### src/hdl/i4dq_pkg.sv
// ----------------------------------------------------------------------------
// i4dq_pkg
// shared types and constants for the int4 grouped dequant dot block
// ----------------------------------------------------------------------------
package i4dq_pkg;

    localparam int NIBBLES         = 8;
    localparam int NIB_W           = 4;
    localparam int WORD_W          = NIBBLES * NIB_W;
    localparam int ACT_W           = 16;
    localparam int SCALE_W         = 16;
    localparam int SCALE_FRAC_BITS = 16;
    // signed 4-bit weight times 16-bit activation
    localparam int PROD_W          = NIB_W + ACT_W;
    // eight products summed
    localparam int PART_W          = PROD_W + 3;
    // word sum times unsigned scale
    localparam int SCALED_W        = PART_W + SCALE_W + 1;
    localparam int SUM_W           = 56;
    localparam int OUT_W           = 32;
    // rounded accumulator, one guard bit for the rounding add
    localparam int RND_W           = SUM_W + 1 - SCALE_FRAC_BITS;

    // nibble decode is nibble minus 8, i.e. flip the top bit
    localparam logic [NIB_W-1:0] NIB_FLIP = 4'h8;

    typedef enum logic [2:0] {
        ST_IDLE,
        ST_PROD,
        ST_SUM,
        ST_SCALE,
        ST_ACCUM,
        ST_ROUND
    } t_state;

    typedef struct packed {
        logic load_in;
        logic calc_prod;
        logic calc_sum;
        logic calc_scale;
        logic accum;
        logic round_out;
    } t_dp_cmd;

    typedef struct packed {
        logic last;
        logic out_free;
    } t_dp_stat;

endpackage

### src/hdl/i4dq_ctrl.sv
// ----------------------------------------------------------------------------
// i4dq_ctrl
// sequencer that steps one request at a time through the datapath
// ----------------------------------------------------------------------------
module i4dq_ctrl (
    input  logic                i_clk,
    input  logic                i_rst_n,
    input  logic                i_in_valid,
    output logic                o_in_stall,
    input  i4dq_pkg::t_dp_stat  i_stat,
    output i4dq_pkg::t_dp_cmd   o_cmd
);

    i4dq_pkg::t_state r_state;
    i4dq_pkg::t_state n_state;

    always_ff @(posedge i_clk) begin
        if (!i_rst_n) begin
            r_state <= i4dq_pkg::ST_IDLE;
        end else begin
            r_state <= n_state;
        end
    end

    always_comb begin
        n_state = r_state;
        case (r_state)
            i4dq_pkg::ST_IDLE: begin
                if (i_in_valid) begin
                    n_state = i4dq_pkg::ST_PROD;
                end
            end
            i4dq_pkg::ST_PROD:  n_state = i4dq_pkg::ST_SUM;
            i4dq_pkg::ST_SUM:   n_state = i4dq_pkg::ST_SCALE;
            i4dq_pkg::ST_SCALE: n_state = i4dq_pkg::ST_ACCUM;
            i4dq_pkg::ST_ACCUM: begin
                n_state = i_stat.last ? i4dq_pkg::ST_ROUND : i4dq_pkg::ST_IDLE;
            end
            i4dq_pkg::ST_ROUND: begin
                if (i_stat.out_free) begin
                    n_state = i4dq_pkg::ST_IDLE;
                end
            end
            default: n_state = i4dq_pkg::ST_IDLE;
        endcase
    end

    always_comb begin
        o_cmd      = '0;
        o_in_stall = 1'b1;
        case (r_state)
            i4dq_pkg::ST_IDLE: begin
                o_in_stall    = 1'b0;
                o_cmd.load_in = i_in_valid;
            end
            i4dq_pkg::ST_PROD:  o_cmd.calc_prod  = 1'b1;
            i4dq_pkg::ST_SUM:   o_cmd.calc_sum   = 1'b1;
            i4dq_pkg::ST_SCALE: o_cmd.calc_scale = 1'b1;
            i4dq_pkg::ST_ACCUM: o_cmd.accum      = 1'b1;
            i4dq_pkg::ST_ROUND: o_cmd.round_out  = i_stat.out_free;
            default: o_cmd = '0;
        endcase
    end

endmodule

### src/hdl/i4dq_dp.sv
// ----------------------------------------------------------------------------
// i4dq_dp
// decode, multiply, scale, accumulate and round datapath with output register
// ----------------------------------------------------------------------------
module i4dq_dp (
    input  logic                                   i_clk,
    input  logic                                   i_rst_n,
    input  i4dq_pkg::t_dp_cmd                      i_cmd,
    output i4dq_pkg::t_dp_stat                     o_stat,
    input  logic        [i4dq_pkg::WORD_W-1:0]     i_packed_weights,
    input  logic signed [i4dq_pkg::ACT_W-1:0]      i_act [i4dq_pkg::NIBBLES],
    input  logic        [i4dq_pkg::SCALE_W-1:0]    i_group_scale,
    input  logic                                   i_last_word,
    output logic                                   o_out_valid,
    input  logic                                   i_out_stall,
    output logic signed [i4dq_pkg::OUT_W-1:0]      o_dot_result,
    output logic                                   o_saturated
);

    localparam int NIB  = i4dq_pkg::NIBBLES;
    localparam int PW   = i4dq_pkg::PROD_W;
    localparam int QW   = i4dq_pkg::PART_W;
    localparam int XW   = i4dq_pkg::SCALED_W;
    localparam int SW   = i4dq_pkg::SUM_W;
    localparam int RW   = i4dq_pkg::RND_W;
    localparam int OW   = i4dq_pkg::OUT_W;
    localparam int FB   = i4dq_pkg::SCALE_FRAC_BITS;

    // captured request
    logic        [i4dq_pkg::WORD_W-1:0]  r_weights;
    logic signed [i4dq_pkg::ACT_W-1:0]   r_act [NIB];
    logic        [i4dq_pkg::SCALE_W-1:0] r_scale;
    logic                                r_last;

    logic signed [PW-1:0] r_prod [NIB];
    logic signed [PW-1:0] n_prod [NIB];
    logic signed [QW-1:0] r_part;
    logic signed [QW-1:0] n_part;
    logic signed [XW-1:0] r_scaled;
    logic signed [XW-1:0] n_scaled;

    logic signed [SW-1:0] r_sum;
    logic signed [SW-1:0] n_sum;
    logic                 r_clamped;
    logic                 n_clamped;

    logic                 r_out_valid;
    logic signed [OW-1:0] r_dot;
    logic signed [OW-1:0] n_dot;
    logic                 r_sat;
    logic                 n_sat;

    logic signed [SW:0]   sum_wide;
    logic signed [SW:0]   rnd_wide;
    logic signed [RW-1:0] rnd_val;
    logic                 out_free;

    always_comb begin
        logic signed [i4dq_pkg::NIB_W-1:0] w;
        for (int j = 0; j < NIB; j++) begin
            w = $signed(r_weights[j*i4dq_pkg::NIB_W +: i4dq_pkg::NIB_W] ^ i4dq_pkg::NIB_FLIP);
            n_prod[j] = PW'(w) * PW'(r_act[j]);
        end
    end

    always_comb begin
        n_part = '0;
        for (int j = 0; j < NIB; j++) begin
            n_part = n_part + QW'(r_prod[j]);
        end
    end

    assign n_scaled = XW'(r_part) * XW'($signed({1'b0, r_scale}));

    // saturating accumulate, overflow when the two top bits disagree
    always_comb begin
        sum_wide  = (SW+1)'(r_sum) + (SW+1)'(r_scaled);
        n_sum     = sum_wide[SW-1:0];
        n_clamped = r_clamped;
        if (sum_wide[SW] != sum_wide[SW-1]) begin
            n_sum     = sum_wide[SW] ? {1'b1, {(SW-1){1'b0}}} : {1'b0, {(SW-1){1'b1}}};
            n_clamped = 1'b1;
        end
    end

    // round to nearest, ties up, then clamp to output range
    always_comb begin
        rnd_wide = (SW+1)'(r_sum) + ((SW+1)'(1) <<< (FB-1));
        rnd_val  = rnd_wide[SW:FB];
        n_dot    = rnd_val[OW-1:0];
        n_sat    = r_clamped;
        if (rnd_val[RW-1:OW-1] != {(RW-OW+1){rnd_val[OW-1]}}) begin
            n_dot = rnd_val[RW-1] ? {1'b1, {(OW-1){1'b0}}} : {1'b0, {(OW-1){1'b1}}};
            n_sat = 1'b1;
        end
    end

    assign out_free        = !r_out_valid || !i_out_stall;
    assign o_stat.last     = r_last;
    assign o_stat.out_free = out_free;

    always_ff @(posedge i_clk) begin
        if (i_cmd.load_in) begin
            r_weights <= i_packed_weights;
            r_act     <= i_act;
            r_scale   <= i_group_scale;
            r_last    <= i_last_word;
        end
        if (i_cmd.calc_prod) begin
            r_prod <= n_prod;
        end
        if (i_cmd.calc_sum) begin
            r_part <= n_part;
        end
        if (i_cmd.calc_scale) begin
            r_scaled <= n_scaled;
        end
        if (i_cmd.round_out) begin
            r_dot <= n_dot;
            r_sat <= n_sat;
        end
    end

    always_ff @(posedge i_clk) begin
        if (!i_rst_n) begin
            r_sum       <= '0;
            r_clamped   <= 1'b0;
            r_out_valid <= 1'b0;
        end else begin
            if (i_cmd.accum) begin
                r_sum     <= n_sum;
                r_clamped <= n_clamped;
            end else if (i_cmd.round_out) begin
                r_sum     <= '0;
                r_clamped <= 1'b0;
            end
            if (i_cmd.round_out) begin
                r_out_valid <= 1'b1;
            end else if (!i_out_stall) begin
                r_out_valid <= 1'b0;
            end
        end
    end

    assign o_out_valid  = r_out_valid;
    assign o_dot_result = r_dot;
    assign o_saturated  = r_sat;

endmodule

### src/hdl/int4_grouped_dequant_dot.sv
// ----------------------------------------------------------------------------
// int4_grouped_dequant_dot
// one output of a 4-bit-weight gemv: dequantize, dot, scale and accumulate
// ----------------------------------------------------------------------------
// path: an accepted word passes the product, word sum and scaled registers
//   into the accumulator; a last word then rounds into the output register
// flow: one word at a time, the next taken only when the sequencer is back
//   in idle; the round step also waits while the output register is stalled
// reset: synchronous active low, clears the sequencer, accumulator, sticky
//   clamp flag and output valid
module int4_grouped_dequant_dot (
    input  logic                                i_clk,
    input  logic                                i_rst_n,
    // request channel
    input  logic                                i_in_valid,
    output logic                                o_in_stall,
    input  logic        [i4dq_pkg::WORD_W-1:0]  i_packed_weights,
    input  logic signed [i4dq_pkg::ACT_W-1:0]   i_act_0,
    input  logic signed [i4dq_pkg::ACT_W-1:0]   i_act_1,
    input  logic signed [i4dq_pkg::ACT_W-1:0]   i_act_2,
    input  logic signed [i4dq_pkg::ACT_W-1:0]   i_act_3,
    input  logic signed [i4dq_pkg::ACT_W-1:0]   i_act_4,
    input  logic signed [i4dq_pkg::ACT_W-1:0]   i_act_5,
    input  logic signed [i4dq_pkg::ACT_W-1:0]   i_act_6,
    input  logic signed [i4dq_pkg::ACT_W-1:0]   i_act_7,
    input  logic        [i4dq_pkg::SCALE_W-1:0] i_group_scale,
    input  logic                                i_last_word,
    // result channel
    output logic                                o_out_valid,
    input  logic                                i_out_stall,
    output logic signed [i4dq_pkg::OUT_W-1:0]   o_dot_result,
    output logic                                o_saturated
);

    // command and status between sequencer and datapath
    i4dq_pkg::t_dp_cmd  cmd;
    i4dq_pkg::t_dp_stat stat;

    // activations gathered into a lane array, lane j pairs with nibble j
    logic signed [i4dq_pkg::ACT_W-1:0] act [i4dq_pkg::NIBBLES];

    assign act[0] = i_act_0;
    assign act[1] = i_act_1;
    assign act[2] = i_act_2;
    assign act[3] = i_act_3;
    assign act[4] = i_act_4;
    assign act[5] = i_act_5;
    assign act[6] = i_act_6;
    assign act[7] = i_act_7;

    // sequencer: idle -> products -> word sum -> scale -> accumulate,
    // then a round step on the last word of a dot product
    i4dq_ctrl u_ctrl (
        .i_clk      (i_clk),
        .i_rst_n    (i_rst_n),
        .i_in_valid (i_in_valid),
        .o_in_stall (o_in_stall),
        .i_stat     (stat),
        .o_cmd      (cmd)
    );

    // datapath holds the 56-bit saturating accumulator and the output
    // register, so a finished result can wait while the next word is taken
    i4dq_dp u_dp (
        .i_clk            (i_clk),
        .i_rst_n          (i_rst_n),
        .i_cmd            (cmd),
        .o_stat           (stat),
        .i_packed_weights (i_packed_weights),
        .i_act            (act),
        .i_group_scale    (i_group_scale),
        .i_last_word      (i_last_word),
        .o_out_valid      (o_out_valid),
        .i_out_stall      (i_out_stall),
        .o_dot_result     (o_dot_result),
        .o_saturated      (o_saturated)
    );

endmodule
### config.mk
export PLATFORM = sky130hd
export DESIGN_NAME = int4_grouped_dequant_dot
export DESIGN_NICKNAME = d
export VERILOG_FILES = /design/src/hdl/i4dq_pkg.sv /design/src/hdl/i4dq_ctrl.sv /design/src/hdl/i4dq_dp.sv /design/src/hdl/int4_grouped_dequant_dot.sv
export SDC_FILE = /design/constraint.sdc
export NUM_CORES = 2
export LEC_CHECK = 0
export ABC_CLOCK_PERIOD_IN_PS = 32800
export BUFFER_PORTS_ARGS = -buffer_cell sky130_fd_sc_hd__buf_2
export CORE_MARGIN = 4
export CORE_UTILIZATION = 30
export CTS_CLUSTER_SIZE = 12
export DETAILED_ROUTE_END_ITERATION = 6
export GPL_TIMING_DRIVEN = 0
export PLACE_DENSITY = 0.5
export SYNTH_ARGS = -nofsm -noshare
export SYNTH_HDL_FRONTEND = slang
export SYNTH_SLANG_ARGS = --single-unit
### constraint.sdc
create_clock -name i_clk -period 32.8 [get_ports i_clk]
set_input_delay 3.28 -clock i_clk [delete_from_list [all_inputs] [get_ports i_clk]]
set_output_delay 3.28 -clock i_clk [all_outputs]
set_load 0.01 [all_outputs]
Yosys cells after proc, flatten, opt, wreduce, memory -nomap -nowiden
Index checks and enable logic that the tools add are counted.
{"block": "word_totals", "regBits": 494, "out_inout_bits": 35}
{"block": "op_classes", "multipliers": 9, "n_eq_ne": 11, "add_sub_neg": 9, "bitwise": 8, "n_reduce_logical": 7, "mux": 22}
{"op": "$mux 56", "n": 4}
{"op": "$mul 4x16->20", "n": 8}
{"op": "$add 23x20->23", "n": 5}
{"op": "$mux 32", "n": 2}
{"op": "$add 56x17->57 const B", "n": 1}
{"op": "$add 56x40->57", "n": 1}
{"op": "$mul 23x17->40", "n": 1}
{"op": "$add 21x20->22", "n": 1}
{"op": "$add 20x20->21", "n": 1}
{"op": "$pmux 3 s6", "n": 1}
{"op": "$mux 1", "n": 12}
{"op": "$mux 3", "n": 3}
{"op": "$ne 9x9->1", "n": 1}
{"op": "$not 1->1", "n": 8}
{"op": "$eq 3x2->1 const B", "n": 2}
{"op": "$eq 3x3->1 const B", "n": 2}
{"op": "$ne 2x1->1 const B", "n": 3}
{"op": "$reduce_and 2->1", "n": 2}
{"op": "$eq 3x1->1 const B", "n": 1}
{"op": "$logic_not 3->1", "n": 1}
{"op": "$logic_not 1->1", "n": 2}
{"op": "$ne 2x2->1 const B", "n": 1}
{"op": "$reduce_bool 2->1", "n": 1}
{"op": "$logic_or 1x1->1", "n": 1}
{"op": "$ne 1x1->1", "n": 1}

Logic depth before layout (Yosys ltp)
{"block": "depth", "ltp_word": 7, "ltp_mapped": 29}

Cells and area by module
A second synthesis with hierarchy kept.
{"block": "unflattened", "hier_cells": 5394, "area_unflattened_um2": 54054.3}
{"mod": "i4dq_dp", "cells_per_inst": 5374, "seq_area_each_um2": 14163.6, "instances": 1, "area_per_inst_um2": 53851.6}
{"mod": "i4dq_ctrl", "cells_per_inst": 20, "seq_area_each_um2": 60.1, "instances": 1, "area_per_inst_um2": 202.7}

Least setup slack after synthesis
OpenSTA, ideal clock, no wires.
{"block": "synth_path", "path_type": "register to register", "startpoint": "register u_ctrl.r_state[0]", "endpoint": "register u_dp.r_prod[0] (netlist bit) (enable)", "arrival_ps": 11399, "setup_time_ps": 875, "t_required_ps": 31925, "n_path_buf": 1, "setup_slack_ps": 20526, "path_stages_with_launch": 4, "path_cell_list": "dfxtp_1 > clkbuf_1 > inv_1 > nor3_1"}
{"block": "synth_between", "elab_chain_len": 2}
{"item": "from (decl)", "line_no": "i4dq_ctrl.sv:14", "text": "i4dq_pkg::t_state r_state;"}
{"item": "from (signal assigned)", "line_no": "i4dq_ctrl.sv:19", "text": "r_state <= i4dq_pkg::ST_IDLE;"}
{"item": "from (signal assigned)", "line_no": "i4dq_ctrl.sv:21", "text": "r_state <= n_state;"}
{"item": "$eq 3x1->1", "line_no": "i4dq_ctrl.sv:51", "text": "case (r_state)"}
{"item": "$mux 1", "line_no": "i4dq_ctrl.sv:51"}
{"item": "to (signal assigned)", "line_no": "i4dq_dp.sv:110", "text": "r_prod <= n_prod;"}
{"item": "to (decl)", "line_no": "i4dq_dp.sv:35", "text": "logic signed [PW-1:0] r_prod [NIB];"}
Every way passes these cells.
A chain may end at the register's enable or synchronous reset.

Final worst setup path
{"block": "layout_path", "startpoint": "register u_dp.r_scale[8] (netlist bit)", "endpoint": "register u_dp.r_scaled[36] (data pin)"}
{"block": "layout_between", "elab_chain_len": 1}
{"item": "from (decl)", "line_no": "i4dq_dp.sv:32", "text": "logic [i4dq_pkg::SCALE_W-1:0] r_scale;"}
{"item": "from (signal assigned)", "line_no": "i4dq_dp.sv:106", "text": "r_scale <= i_group_scale;"}
{"item": "$mul 23x17->40", "line_no": "i4dq_dp.sv:73", "text": "assign n_scaled = XW'(r_part) * XW'($signed({1'b0, r_scale}));"}
{"item": "net u_dp.n_scaled[36]", "line_no": "i4dq_dp.sv:40", "text": "logic signed [XW-1:0] n_scaled;"}
{"item": "to (signal assigned)", "line_no": "i4dq_dp.sv:116", "text": "r_scaled <= n_scaled;"}
{"item": "to (decl)", "line_no": "i4dq_dp.sv:39", "text": "logic signed [XW-1:0] r_scaled;"}
The timed path passes the listed nets, and every way through them passes these cells.

==> flow_metrics.tcl <==
set metrics [dict create \
    timing.max_cap.violations 0 \
    ys_seq_area_share_pct 26.3 \
    start_kind "flop" \
    die_w_um 432 \
    hp-class "reg -> reg" \
    crit_top_cell "fa_1" \
    vias 36831 \
    yosys_warnings 0 \
    crit_chain "clkbuf_1, nand2_1, fa_1, inv_1, fa_1, fa_1, fa_1, fa_1, inv_1, fa_1, inv_1, ha_1, clkbuf_1, a221oi_1, o21ai_0, a2111oi_0, a311o_1, a31oi_1, a41oi_1, nor2b_1, xnor2_1" \
    slowest_stage "a2111oi_0" \
    port_buffers 215 \
    syn_avg_cell_area_um2 9.98 \
    rsz0062_at_grt "no" \
    period_minus_slack_ps 7900 \
    grt_pass1_wl_mm 216 \
    relSlewSlack_pct 23.1 \
    ys_async_sr_fraction_pct 0 \
    cts_htree_levels 3 \
    antenna_found_initial 8 \
    die_area_mm2 0.187 \
    netlist.area_leader.share_pct 27.3 \
    critical_path_class "reg -> reg" \
    grtUsageTotal_pct 14.7 \
    skew_ps 34.3 \
    cp-end-kind "flop" \
    n_fill_cell 18332 \
    cts.sinks 494 \
    cts_tree "yes" \
    ys_seq_elements 494 \
    grt_max_degree 37 \
    period_share_pct 24.1 \
    hold_buffers 0 \
    clk_pin_slew_worst_paths_ps 60 \
    cts_resized 0 \
    slew_violations 0 \
    final_common_cell "inv_1" \
    syn-cell-area_mm2 0.0540 \
    tightest_slew_ps 1150 \
    drt_iter0_drc 1792 \
    design.core.area_mm2 0.179 \
    clk_path_buf_depth 3 \
    fmax_mhz 127 \
    synth-main-ff-cell "edfxtp_1" \
    run_status "finished, final reports clean" \
    ys_types 77 \
    post_cts_buffers 0 \
    cpPeakStageDelay_ps 890 \
    cp.arrival_ps 8300 \
    critical_path_required_ps 33200 \
    critical_path.top_delay_family "adder cells" \
    remaining_drc_errors 0 \
    initial_core_util_pct 30.2 \
    grt_pass1_vias 39187 \
    rows 155 \
    drive_above_1_share_pct 9.13 \
    totalWireLength_mm 134 \
    finalHoldViolCount 0 \
    synthCells 5417 \
    place.gp.congestion 0.861 \
    finalSetupViolCount 0 \
    hpwl_mm 112 \
    drt-pass1-iter-count 6 \
    root_buffer "clkbuf_16" \
    path_buf_inv 5 \
    mostFrequentLayoutCells "inv_1, fa_1, nand2_1, ha_1, edfxtp_1" \
    wl_per_cell_um 16.4 \
    synth_nets 6817 \
    area_growth_pct 12.4 \
    worstSkewPairLatency_ps 680 \
    overflow 0 \
    drt-vias-per-instance 4.53 \
    num_io_pins 216 \
    die_h_um 432 \
    yosysTopAreaCell "fa_1" \
    synth_edf_count 433 \
    synth_area_leaders "fa_1, edfxtp_1, ha_1" \
    layout.nets 7126 \
    fin_tns_setup_ps 0 \
    cts_buffers 69 \
    ant_nets 0 \
    crit_fanout 10 \
]
[registers in the layout (all words and copies together) (netlist names)]
register and cells:
u_ctrl.r_state 3, u_dp.o_dot_result 32, u_dp.o_out_valid 1, u_dp.o_saturated 1, u_dp.r_act 128, u_dp.r_clamped 1
u_dp.r_last 1, u_dp.r_part 23, u_dp.r_prod 160, u_dp.r_scale 16, u_dp.r_scaled 40, u_dp.r_sum 56
u_dp.r_weights 32
[cells by family (layout without fill, tap and decap cells)]
group           after synthesis  count (layout)  synth area share (%)
compound gates              681             681                  7.89
mux                           9               9                 0.178
xor+xnor                    282             282                  4.57
buf+inv                    1129            1492                  8.03
flops                       494             494                  26.3
simple gates               1603            1603                  14.6
fa+ha+maj                  1219            1219                  38.4
other cells                   0               1                     0
[synthesized netlist by cell type (28+ instances only)]
cell type,instances
or3_1,31
and3_1,39
nand2_1,648
xor2_1,78
fa_1,736
nand4_1,28
o21ai_0,129
and2_1,303
ha_1,483
clkbuf_1,121
a21oi_1,208
a211oi_1,30
a21o_1,68
xnor2_1,204
inv_1,977
dfxtp_1,61
o21ai_1,52
edfxtp_1,433
or2_2,128
nor3_1,106
nand3_1,83
nor2_1,158
[stage by stage]
step | instance area, µm² | worst slack (ps) | hold slack, ps | std cells | util (%)
6_report | 60800 | 24900 | 454 | 8136 | 34.0
5_1_grt | 60700 | 24450 | 472 | 8135 | 34.0
2_1_floorplan | 54000 | 20530 | 432 | 5417 | -
3_3_place_gp | 58100 | 15200 | 441 | 7987 | 32.5
4_1_cts | 60700 | 24840 | 456 | 8135 | 34.0
3_5_place_dp | 58400 | 24870 | 449 | 8010 | 32.7
[cell type report]
type	instances	area (µm²)	share of cell area [%]
diodes	1	2.50	0.00412
inverters	977	3670	6.04
repair buffers	238	1420	2.34
flip-flops and latches	494	14200	23.4
clock buffers	80	1800	2.96
multi-input cells	3794	35500	58.5
clock inverters	45	503	0.828
well taps	2355	2950	4.85
plain buffers	152	671	1.10
[worst reg2reg max path: stages, from the launching register on]
cell,delay [ps]
edfxtp_1,660
clkbuf_1,710
nand2_1,190
fa_1,560
inv_1,50
fa_1,490
fa_1,580
fa_1,500
fa_1,510
inv_1,50
fa_1,480
inv_1,40
ha_1,260
clkbuf_1,200
a221oi_1,260
o21ai_0,170
a2111oi_0,890
a311o_1,350
a31oi_1,120
a41oi_1,290
nor2b_1,200
xnor2_1,70
[path summary, 6_finish.rpt]
path                            slack (ps)                 to       startpoint  cells after the start
worst max-delay path                 24900  u_dp.r_scaled[36]  u_dp.r_scale[8]                     21
worst min-delay path                   450      u_dp.r_sum[9]    u_dp.r_sum[9]                      2
worst max register to register       24900  u_dp.r_scaled[36]  u_dp.r_scale[8]                     21
worst min register to register         450      u_dp.r_sum[9]    u_dp.r_sum[9]                      2
[per-layer routing]
layer	up-vias	GRT usage (%)	wire (µm)
met5	-	0	20
met4	2	4.34	3570
met3	157	2.12	5170
met2	612	25.1	64400
met1	17931	19.2	60600
li1	18129	-	-
Power is not shown: default switching activity piles up to over one toggle a cycle in this logic, so the estimate is an artifact.
